$ cat src/ecam_pkg.sv
// shared types, constants and tables for the euler fly camera block
// no dependencies; imported by the controller, the datapath and the top level

package ecam_pkg;

    localparam int VEC_FRAC     = 14;   // vector fraction bits, q1.14
    localparam int CORDIC_STEPS = 16;   // rotations per sine/cosine run, at most 32

    localparam int HALF_TURN   = 11520;
    localparam int FULL_TURN   = 23040;
    localparam int PITCH_LIMIT = 5696;
    localparam int QUARTER     = HALF_TURN / 2;
    localparam int CORDIC_ONE  = 16777216;
    localparam int SQRT_STEPS  = 32;

    localparam int IN_DATA_W  = 176;
    localparam int OUT_DATA_W = 240;

    // item kinds
    localparam logic [1:0] CMD_MOVE = 2'd0;
    localparam logic [1:0] CMD_LOOK = 2'd1;
    localparam logic [1:0] CMD_SET  = 2'd2;
    localparam logic [1:0] CMD_NONE = 2'd3;

    // move directions
    localparam logic [1:0] DIR_FWD   = 2'd0;
    localparam logic [1:0] DIR_BACK  = 2'd1;
    localparam logic [1:0] DIR_LEFT  = 2'd2;
    localparam logic [1:0] DIR_RIGHT = 2'd3;

    // configuration register indexes
    localparam logic [2:0] REG_SPEED = 3'd0;
    localparam logic [2:0] REG_SENS  = 3'd1;
    localparam logic [2:0] REG_WUP_X = 3'd2;
    localparam logic [2:0] REG_WUP_Y = 3'd3;
    localparam logic [2:0] REG_WUP_Z = 3'd4;

    typedef enum logic [4:0] {
        ST_IDLE, ST_MOVE, ST_ANG, ST_WRAP, ST_WSAVE, ST_CINIT, ST_CSTEP, ST_CSAVE,
        ST_GSQ, ST_SQINIT, ST_SQSTEP, ST_SQSAVE, ST_RAW, ST_SUMSQ, ST_DINIT,
        ST_DSTEP, ST_DSAVE, ST_COMMIT, ST_CROSS, ST_DONE
    } state_t;

    typedef enum logic [4:0] {
        OP_IDLE, OP_LOAD, OP_MOVE, OP_ANG, OP_WRAP, OP_WSAVE, OP_CINIT, OP_CSTEP,
        OP_CSAVE, OP_GSQ, OP_SQINIT, OP_SQSTEP, OP_SQSAVE, OP_RAW, OP_SUMSQ,
        OP_DINIT, OP_DSTEP, OP_DSAVE, OP_COMMIT, OP_CROSS, OP_OUT
    } dp_op_t;

    typedef enum logic [1:0] {
        VS_FRONT, VS_RIGHT, VS_UP, VS_GAIN
    } vsel_t;

    typedef struct packed {
        dp_op_t      op;
        logic [4:0]  idx;
        logic [1:0]  k;
        vsel_t       vsel;
    } dp_cmd_t;

    typedef struct packed {
        logic        in_valid;
        logic [1:0]  in_cmd;
        logic        out_ready;
    } ctrl_stat_t;

    // arctangent of 2^-i in units of 2^-22 degree
    function automatic logic signed [31:0] atan_val(input logic [4:0] i);
        logic signed [31:0] r;
        case (i)
            5'd0:  r = 32'sd188743680;
            5'd1:  r = 32'sd111421900;
            5'd2:  r = 32'sd58872272;
            5'd3:  r = 32'sd29884485;
            5'd4:  r = 32'sd15000234;
            5'd5:  r = 32'sd7507429;
            5'd6:  r = 32'sd3754631;
            5'd7:  r = 32'sd1877430;
            5'd8:  r = 32'sd938729;
            5'd9:  r = 32'sd469366;
            5'd10: r = 32'sd234683;
            5'd11: r = 32'sd117342;
            5'd12: r = 32'sd58671;
            5'd13: r = 32'sd29335;
            5'd14: r = 32'sd14668;
            5'd15: r = 32'sd7334;
            5'd16: r = 32'sd3667;
            5'd17: r = 32'sd1833;
            5'd18: r = 32'sd917;
            5'd19: r = 32'sd458;
            5'd20: r = 32'sd229;
            5'd21: r = 32'sd115;
            5'd22: r = 32'sd57;
            5'd23: r = 32'sd29;
            5'd24: r = 32'sd14;
            5'd25: r = 32'sd7;
            5'd26: r = 32'sd4;
            5'd27: r = 32'sd2;
            5'd28: r = 32'sd1;
            default: r = 32'sd0;
        endcase
        return r;
    endfunction

endpackage

$ cat src/ecam_ctrl.sv
// sequencer for the fly camera: walks each item through the datapath steps
// depends on ecam_pkg

module ecam_ctrl
    import ecam_pkg::*;
(
    input  logic       clk,
    input  logic       rst_n,
    input  ctrl_stat_t stat,
    output logic       in_ready,
    output logic       out_valid,
    output dp_cmd_t    cmd
);

    state_t     state_reg, state_next;
    logic [4:0] cnt_reg, cnt_next;
    logic [1:0] k_reg, k_next;
    vsel_t      vsel_reg, vsel_next;
    logic       out_valid_reg, out_valid_next;
    logic       out_load;

    always_ff @(posedge clk or negedge rst_n)
    begin
        if (!rst_n)
        begin
            state_reg     <= ST_IDLE;
            cnt_reg       <= '0;
            k_reg         <= '0;
            vsel_reg      <= VS_FRONT;
            out_valid_reg <= 1'b0;
        end
        else
        begin
            state_reg     <= state_next;
            cnt_reg       <= cnt_next;
            k_reg         <= k_next;
            vsel_reg      <= vsel_next;
            out_valid_reg <= out_valid_next;
        end
    end

    assign out_load = (state_reg == ST_DONE) && (!out_valid_reg || stat.out_ready);

    always_comb
    begin
        out_valid_next = out_valid_reg;
        if (out_load)
            out_valid_next = 1'b1;
        else if (stat.out_ready)
            out_valid_next = 1'b0;
    end

    // next state and step counters
    always_comb
    begin
        state_next = state_reg;
        cnt_next   = cnt_reg;
        k_next     = k_reg;
        vsel_next  = vsel_reg;
        unique case (state_reg)
            ST_IDLE:
            begin
                k_next = '0;
                if (stat.in_valid)
                begin
                    unique case (stat.in_cmd)
                        CMD_MOVE:          state_next = ST_MOVE;
                        CMD_LOOK, CMD_SET: state_next = ST_ANG;
                        default:           state_next = ST_DONE;
                    endcase
                end
            end
            ST_MOVE:
            begin
                if (k_reg == 2'd2)
                    state_next = ST_DONE;
                k_next = k_reg + 2'd1;
            end
            ST_ANG:
            begin
                state_next = ST_WRAP;
                cnt_next   = 5'd7;
            end
            ST_WRAP:
            begin
                if (cnt_reg == '0)
                    state_next = ST_WSAVE;
                cnt_next = cnt_reg - 5'd1;
            end
            ST_WSAVE:
            begin
                if (k_reg == 2'd0)
                begin
                    state_next = ST_ANG;
                    k_next     = 2'd1;
                end
                else
                begin
                    state_next = ST_CINIT;
                    k_next     = 2'd0;
                end
            end
            ST_CINIT:
            begin
                state_next = ST_CSTEP;
                cnt_next   = '0;
            end
            ST_CSTEP:
            begin
                if (cnt_reg == 5'(CORDIC_STEPS - 1))
                    state_next = ST_CSAVE;
                cnt_next = cnt_reg + 5'd1;
            end
            ST_CSAVE:
            begin
                if (k_reg == 2'd0)
                begin
                    state_next = ST_CINIT;
                    k_next     = 2'd1;
                end
                else
                begin
                    state_next = ST_GSQ;
                    k_next     = 2'd0;
                    vsel_next  = VS_GAIN;
                end
            end
            ST_GSQ:
            begin
                if (k_reg == 2'd1)
                    state_next = ST_SQINIT;
                k_next = k_reg + 2'd1;
            end
            ST_SQINIT:
            begin
                state_next = ST_SQSTEP;
                cnt_next   = '0;
            end
            ST_SQSTEP:
            begin
                if (cnt_reg == 5'(SQRT_STEPS - 1))
                    state_next = ST_SQSAVE;
                cnt_next = cnt_reg + 5'd1;
            end
            ST_SQSAVE:
            begin
                k_next = '0;
                if (vsel_reg == VS_GAIN)
                begin
                    state_next = ST_RAW;
                    vsel_next  = VS_FRONT;
                end
                else
                    state_next = ST_DINIT;
            end
            ST_RAW:
            begin
                if (k_reg == 2'd2)
                begin
                    state_next = ST_SUMSQ;
                    k_next     = '0;
                end
                else
                    k_next = k_reg + 2'd1;
            end
            ST_SUMSQ:
            begin
                if (k_reg == 2'd2)
                    state_next = ST_SQINIT;
                k_next = k_reg + 2'd1;
            end
            ST_DINIT:
            begin
                state_next = ST_DSTEP;
                cnt_next   = 5'(VEC_FRAC);
            end
            ST_DSTEP:
            begin
                if (cnt_reg == '0)
                    state_next = ST_DSAVE;
                cnt_next = cnt_reg - 5'd1;
            end
            ST_DSAVE:
            begin
                if (k_reg == 2'd2)
                    state_next = ST_COMMIT;
                else
                begin
                    state_next = ST_DINIT;
                    k_next     = k_reg + 2'd1;
                end
            end
            ST_COMMIT:
            begin
                k_next   = '0;
                cnt_next = '0;
                unique case (vsel_reg)
                    VS_FRONT:
                    begin
                        state_next = ST_CROSS;
                        vsel_next  = VS_RIGHT;
                    end
                    VS_RIGHT:
                    begin
                        state_next = ST_CROSS;
                        vsel_next  = VS_UP;
                    end
                    default:
                        state_next = ST_DONE;
                endcase
            end
            ST_CROSS:
            begin
                if (cnt_reg[0])
                begin
                    cnt_next = '0;
                    if (k_reg == 2'd2)
                    begin
                        state_next = ST_SUMSQ;
                        k_next     = '0;
                    end
                    else
                        k_next = k_reg + 2'd1;
                end
                else
                    cnt_next = 5'd1;
            end
            ST_DONE:
            begin
                if (out_load)
                    state_next = ST_IDLE;
            end
            default:
                state_next = ST_IDLE;
        endcase
    end

    // datapath command for the current step
    always_comb
    begin
        cmd.idx  = cnt_reg;
        cmd.k    = k_reg;
        cmd.vsel = vsel_reg;
        cmd.op   = OP_IDLE;
        in_ready = 1'b0;
        unique case (state_reg)
            ST_IDLE:
            begin
                in_ready = 1'b1;
                if (stat.in_valid)
                    cmd.op = OP_LOAD;
            end
            ST_MOVE:   cmd.op = OP_MOVE;
            ST_ANG:    cmd.op = OP_ANG;
            ST_WRAP:   cmd.op = OP_WRAP;
            ST_WSAVE:  cmd.op = OP_WSAVE;
            ST_CINIT:  cmd.op = OP_CINIT;
            ST_CSTEP:  cmd.op = OP_CSTEP;
            ST_CSAVE:  cmd.op = OP_CSAVE;
            ST_GSQ:    cmd.op = OP_GSQ;
            ST_SQINIT: cmd.op = OP_SQINIT;
            ST_SQSTEP: cmd.op = OP_SQSTEP;
            ST_SQSAVE: cmd.op = OP_SQSAVE;
            ST_RAW:    cmd.op = OP_RAW;
            ST_SUMSQ:  cmd.op = OP_SUMSQ;
            ST_DINIT:  cmd.op = OP_DINIT;
            ST_DSTEP:  cmd.op = OP_DSTEP;
            ST_DSAVE:  cmd.op = OP_DSAVE;
            ST_COMMIT: cmd.op = OP_COMMIT;
            ST_CROSS:  cmd.op = OP_CROSS;
            ST_DONE:   cmd.op = out_load ? OP_OUT : OP_IDLE;
            default:   cmd.op = OP_IDLE;
        endcase
    end

    assign out_valid = out_valid_reg;

endmodule

$ cat config.mk
export PLATFORM = sky130hd
export DESIGN_NAME = ecam_ctrl
export DESIGN_NICKNAME = d
export VERILOG_FILES = /design/src/ecam_pkg.sv /design/src/ecam_ctrl.sv
export SDC_FILE = /design/constraint.sdc
export NUM_CORES = 1
export LEC_CHECK = 0
export BUFFER_PORTS_ARGS = -buffer_cell sky130_fd_sc_hd__buf_4
export CORE_MARGIN = 4
export CORE_UTILIZATION = 60
export CTS_BUF_LIST = sky130_fd_sc_hd__clkbuf_8
export CTS_CLUSTER_DIAMETER = 150
export CTS_CLUSTER_SIZE = 16
export DETAILED_ROUTE_END_ITERATION = 7
export PLACE_DENSITY = 0.87
export REMOVE_ABC_BUFFERS = 1
export SETUP_SLACK_MARGIN = 0.05
export SYNTH_ARGS = -nofsm -noshare
export SYNTH_HDL_FRONTEND = slang
export SYNTH_SLANG_ARGS = --single-unit
$ cat constraint.sdc
create_clock -name clk -period 3 [get_ports clk]
set_input_delay 0.3 -clock clk [delete_from_list [all_inputs] [get_ports clk]]
set_output_delay 0.3 -clock clk [all_outputs]
set_load 0.05 [all_outputs]
==> run metrics, run 1 <==
Initial DRC Count=228; min Tclk post-route=2.43 ns; fillers=253; standard-cell row count=19; number of buffers added by the clock tree synthesis step=3; worst hold path class=primary input to register; placeable core area=2850 um^2; Distinct cells, synth=61; type of origin of the critical path=register; Worst-Skew Late Latency=0.26 ns; number of antenna violations at the first check in global routing=0; part of the total power dissipated in combinational logic=0.035; count of flip-flops with a built-in enable after synthesis=0; wire length on met1=2060 um; half-perimeter wire length after detailed placement=3450 um; effective utilization at floorplan=0.651; post-layout net count=262; ANT nets after route=0; die outline height=63.7 um; Crit path arrival time=2.62 ns; worst reg-to-reg setup slack=0.57 ns; layout cells sized above 1=0.189; Synth top area share=0.202; wirelength, routed=5170 um; clock tree from TritonCTS=done; count of yosys warnings during synthesis=0; sequential cell area fraction in the yosys report=0.202; final period utilization=0.810; reg-to-reg endpoint=cnt_reg[3]; count of port buffers added during placement=21; leakage power figure=0.874 nW; Seq cells post-synth=15; length of routed met2 wiring=2430 um; global-route wire length before repair=8310 um; Critical Path Sink Type=register; via count of the first global-routing pass=1720; Setup violations, final=0; DR vias=1932; Critical R2R Launch=state_reg[0]; critical path peak fanout=7; hold_ws=0.396 ns; Post-CTS Setup Inserts=0; count of pins over their slew limit=0; library cell occupying the most area in the post-synthesis netlist=dfrtp_1; DR top layer=met4; Die Area=4050 um^2; Tot GR Track Use=0.259; worst-case reg-to-reg path depth=8; hold path startpoint=stat[0]; number of instances in the synthesized netlist=235; fraction of power spent switching nets=0.242; internal cell power=300 uW; Hold Path Cell Cnt=3; count of pins on the block boundary=22; total power per unit cell area=194 nW/um^2; headroom to the max-slew limit=0.579; Main synth FF type=dfrtp_1; endpoint of the worst hold-timing path=out_valid; achievable frequency=0.412 GHz; Peak VDD IR=128 uV; critical path type=register to register; switching power summed over all nets=95.9 uW; Register Area=375 um^2; pin count of the biggest net entering global routing=47; status=finished, final reports clean; CTS Sinks=15; layout-stage area growth over the synthesis result=9.63%; transition time at the pin with the least slew margin=0.630 ns; Avg Inst Size Synth=7.91 um^2; clock tree root buffer cell=clkbuf_8; share of total power in the clock network=0.454; routability congestion estimate from global placement=0.944; total congestion overflow=0; max-cap violation count=0; detail-routed via count per cell=7.03; largest buffer count on any clock path=2; first-pass detailed-route iteration total=5; H-tree depth=1; Routed WL per cell=18.8 um; sequential share of power=0.510; async set-reset flop share out of synthesis=1.00; number of remaining DRC errors=0; cell types with the largest area share after synthesis=dfrtp_1, ha_1, a21oi_1; total negative slack=0 ns; width of the die=63.7 um; synthesized area=1860 um^2; RSZ-0062 raised after global routing=no; number of antenna diodes=0; CP Data Required Time=3.19 ns; CTS clock-pin slew for the worst setup and hold paths=0.07 ns; Fin. Hold Viols=0; area of combinational cells with multiple inputs=1330 um^2; setup skew after layout=0.00674 ns; met3 wire len=573 um
## worst max-delay path, cell delays in order, from the launching register on
cell       delay, ns
dfrtp_1         0.35
nand2_1         0.20
nor3_2          0.42
ha_1            0.31
a211oi_1        0.28
nor3b_1         0.13
a2111oi_0       0.43
nor2_1          0.11
o2bb2ai_1       0.14
## final cells by class
type | instances | area share
multi-input combinational | 187 | 0.654
sequential | 15 | 0.184
timing repair buffer | 27 | 0.101
clock buffer | 3 | 0.0203
inverter | 11 | 0.0203
tap | 31 | 0.0190
clock inverter | 1 | 0.00184
## synth_stat cells, drive strengths merged (2+ instances only)
| master | number |
|---|---|
| nor4 | 6 |
| mux2 | 7 |
| nand4 | 3 |
| o31ai | 3 |
| nor2 | 19 |
| nand3 | 6 |
| a2111oi | 2 |
| o22ai | 7 |
| o211ai | 2 |
| ha | 10 |
| o21ba | 2 |
| or2 | 4 |
| a31oi | 4 |
| o21ai | 10 |
| and3 | 2 |
| dfrtp | 15 |
| a21boi | 2 |
| nand2 | 12 |
| nor2b | 5 |
| o32ai | 4 |
| a21o | 4 |
| nand2b | 10 |
| and2 | 2 |
| a22oi | 2 |
| a211oi | 5 |
| clkbuf | 4 |
| inv | 10 |
| buf | 18 |
| a21oi | 15 |
| mux2i | 7 |
| a32oi | 2 |
| xnor2 | 3 |
| nor3 | 7 |
## cell families after synthesis
| family | Yosys count | share of synthesized area |
|---|---|---|
| and+or+nand+nor | 82 | 0.236 |
| AOI/OAI and AO/OA | 75 | 0.283 |
| buffers and inverters | 33 | 0.0842 |
| DFF | 15 | 0.202 |
| muxes | 14 | 0.0882 |
| adders and majority gates | 12 | 0.0835 |
| xor gates and xnor gates | 4 | 0.0229 |
## timing repair
action                                  4_1_cts  5_1_grt
hold buffers                                  1        0
gates resized for setup                       0        1
endpoints found under the hold margin        15        0
endpoints found under the setup margin        0        1
## cell usage in the layout, fill, tap and decap left out, types with 3 or more instances in the layout
cell type  count
a211oi_1       4
a21o_1         4
a21oi_1       15
a31oi_1        4
buf_4         26
clkbuf_8       3
dfrtp_1       15
ha_1          10
inv_1         11
mux2_4         4
mux2i_1        7
nand2_1       12
nand2b_1      10
nand3_1        6
nand4_1        3
nor2_1        19
nor2b_1        5
nor3_1         6
nor4_1         5
o21ai_0       10
o22ai_1        7
o31ai_1        3
o32ai_1        4
or2_2          3
xnor2_1        3
## power by group through the flow
stage | Combinational [mW] | Clock, mW | Sequential (mW)
2_1_floorplan | 0.00261 | 0 | 0.206
3_3_place_gp | 0.0129 | 0 | 0.206
3_5_place_dp | 0.0133 | 0 | 0.206
4_1_cts | 0.0144 | 0.185 | 0.202
5_1_grt | 0.0160 | 0.191 | 0.202
6_report | 0.0140 | 0.180 | 0.202
## routing by layer
metal	vias up	GRT usage
met5	-	0
met4	0	0.0943
met3	12	0.0409
met2	131	0.429
met1	904	0.338
li1	885	-
## worst max path at each step
stage / startpoint / endpoint / slack (ns) / depth (start not counted)
after floorplan: state_reg[0] / cnt_reg[4] / 0.02 / 7
final: state_reg[0] / cnt_reg[3] / 0.57 / 8
after CTS: state_reg[3] / cnt_reg[3] / 0.31 / 8
after global routing: state_reg[0] / cnt_reg[3] / 0.21 / 8
after detailed placement: state_reg[3] / cnt_reg[4] / 0.38 / 7
after global placement: state_reg[3] / cnt_reg[4] / 0.44 / 7
## per-stage QoR
step / utilization / setup slack [ns] / total power [mW] / std cells / area [um^2]
2_1_floorplan: - / 0.0197 / 0.209 / 213 / 1740
3_3_place_gp: 0.693 / 0.441 / 0.219 / 270 / 1980
3_5_place_dp: 0.693 / 0.376 / 0.219 / 270 / 1980
4_1_cts: 0.712 / 0.312 / 0.401 / 275 / 2030
5_1_grt: 0.714 / 0.208 / 0.409 / 275 / 2040
6_report: 0.714 / 0.571 / 0.396 / 275 / 2040
Note: power is estimated with default switching activity, not from simulation.
==> run 2, diff against run 1 <==
Clock period 3 ns to 2.5 ns, I/O delays scaled along.
==> run 2 against run 1 <==
First-iteration DRC count down 12%. Worst hold slack worse by 0.011 ns. Clock-buffer cell count unchanged. Global-route usage up 0.32 points. Routed wire length down 2.6%. Critical path type unchanged. Largest cell class unchanged. Total power up 19%. Sequential power up 20%.
==> run metrics, run 2 (synthesis results as in run 1) <==
status=finished, final reports clean; hold_ws=0.385 ns; post-layout net count=270; number of antenna violations at the first check in global routing=0; H-tree depth=1; DR vias=1909; clock tree root buffer cell=clkbuf_8; Fin. Hold Viols=0; highest-count cells in the layout ignoring fill and taps=buf_4, nor2_1, a21oi_1, dfrtp_1, nand2_1; layout cells sized above 1=0.210; worst-case reg-to-reg path depth=8; fillers=231; global-route wire length before repair=8690 um; placeable core area=2850 um^2; effective utilization at floorplan=0.651; first-pass detailed-route iteration total=4; Final Cell Area=2090 um^2; worst reg-to-reg setup slack=0.23 ns; Critical Path Sink Type=register; min Tclk post-route=2.27 ns; width of the die=63.7 um; ANT nets after route=0; transition time at the pin with the least slew margin=0.641 ns; achievable frequency=0.441 GHz; Initial DRC Count=201; count of port buffers added during placement=21; total negative slack=0 ns; setup skew after layout=0.00603 ns; number of remaining DRC errors=0; Routed WL per cell=17.8 um; headroom to the max-slew limit=0.571; CP Data Required Time=2.65 ns; CTS Sinks=15; routability congestion estimate from global placement=0.966; Register Area=375 um^2; Setup violations, final=0; critical path type=register to register; PnR Total Power=472 uW; area of combinational cells with multiple inputs=1330 um^2; largest buffer count on any clock path=2; most frequent standard cell in the layout excluding fill and tap cells=buf_4; Crit path arrival time=2.42 ns; worst hold path class=primary input to async pin; final period utilization=0.907; half-perimeter wire length after detailed placement=3480 um; post-route setup slack=0.231 ns; die outline height=63.7 um; reg-to-reg endpoint=cnt_reg[4]; Placement Cell Area=2040 um^2; wirelength, routed=5040 um; Worst-Skew Late Latency=0.26 ns; number of buffers added by the clock tree synthesis step=3; total power per unit cell area=226 nW/um^2; detail-routed via count per cell=6.75; via count of the first global-routing pass=1783; number of cells upsized or downsized after cts=0; standard-cell row count=19; count of pins over their slew limit=0; CTS clock-pin slew for the worst setup and hold paths=0.07 ns; pin count of the biggest net entering global routing=37; leakage power figure=0.912 nW; count of pins on the block boundary=22; total congestion overflow=0; critical path peak fanout=6; Critical R2R Launch=state_reg[3]; Tot GR Track Use=0.262; type of origin of the critical path=register; Peak VDD IR=143 uV; max-cap violation count=0; Die Area=4050 um^2; placement-stage worst setup slack=0.257 ns; layout-stage area growth over the synthesis result=12.6%; clock tree from TritonCTS=done; number of antenna diodes=0; RSZ-0062 raised after global routing=no
-- run 2: repair_timing --
item,4_1_cts,5_1_grt
setup buffers,0,0
hold endpoints to repair,15,0
hold buffers,1,0
-- run 2: area by class of cell --
class / instances / area share
multi-input combinational: 187 / 0.634
clock inverter: 1 / 0.00179
inverter: 11 / 0.0197
sequential: 15 / 0.179
timing repair buffer: 35 / 0.127
tap: 31 / 0.0185
clock buffer: 3 / 0.0197
-- run 2: stage by stage --
step	cells	util
after floorplan	213	-
after global placement	278	0.714
after detailed placement	278	0.714
after CTS	283	0.733
after global routing	283	0.733
final	283	0.733
-- run 2: worst max-delay path, stage by stage, from the launching register on --
cell	delay, ns
dfrtp_1	0.41
xor2_2	0.18
nor3_1	0.06
buf_4	0.16
fa_1	0.41
a21o_1	0.17
a21oi_1	0.23
mux2_2	0.36
o22a_1	0.19
-- run 2: how the worst max path moves through the flow --
stage            startpoint          to
6_report       state_reg[3]  cnt_reg[4]
5_1_grt        state_reg[3]  cnt_reg[2]
4_1_cts        state_reg[3]  cnt_reg[4]
3_5_place_dp   state_reg[3]  cnt_reg[4]
3_3_place_gp   state_reg[3]  cnt_reg[4]
2_1_floorplan  state_reg[0]  cnt_reg[4]
-- run 2: where the power goes --
part / internal, mW / switching (mW)
clock network: 0.109 / 0.103
logic: 0.00846 / 0.00925
registers: 0.243 / 0.0000000000000000343
total: 0.360 / 0.112
-- run 2: metal layers --
| layer | wire length, um | track usage | up-vias | share of wire |
|---|---|---|---|---|
| met4 | 98 | 0.0943 | 0 | 0.019 |
| met2 | 2230 | 0.387 | 113 | 0.44 |
| met1 | 2240 | 0.387 | 879 | 0.44 |
| met5 | 0 | 0 | - | 0 |
| li1 | - | - | 906 | - |
| met3 | 474 | 0.0337 | 11 | 0.094 |
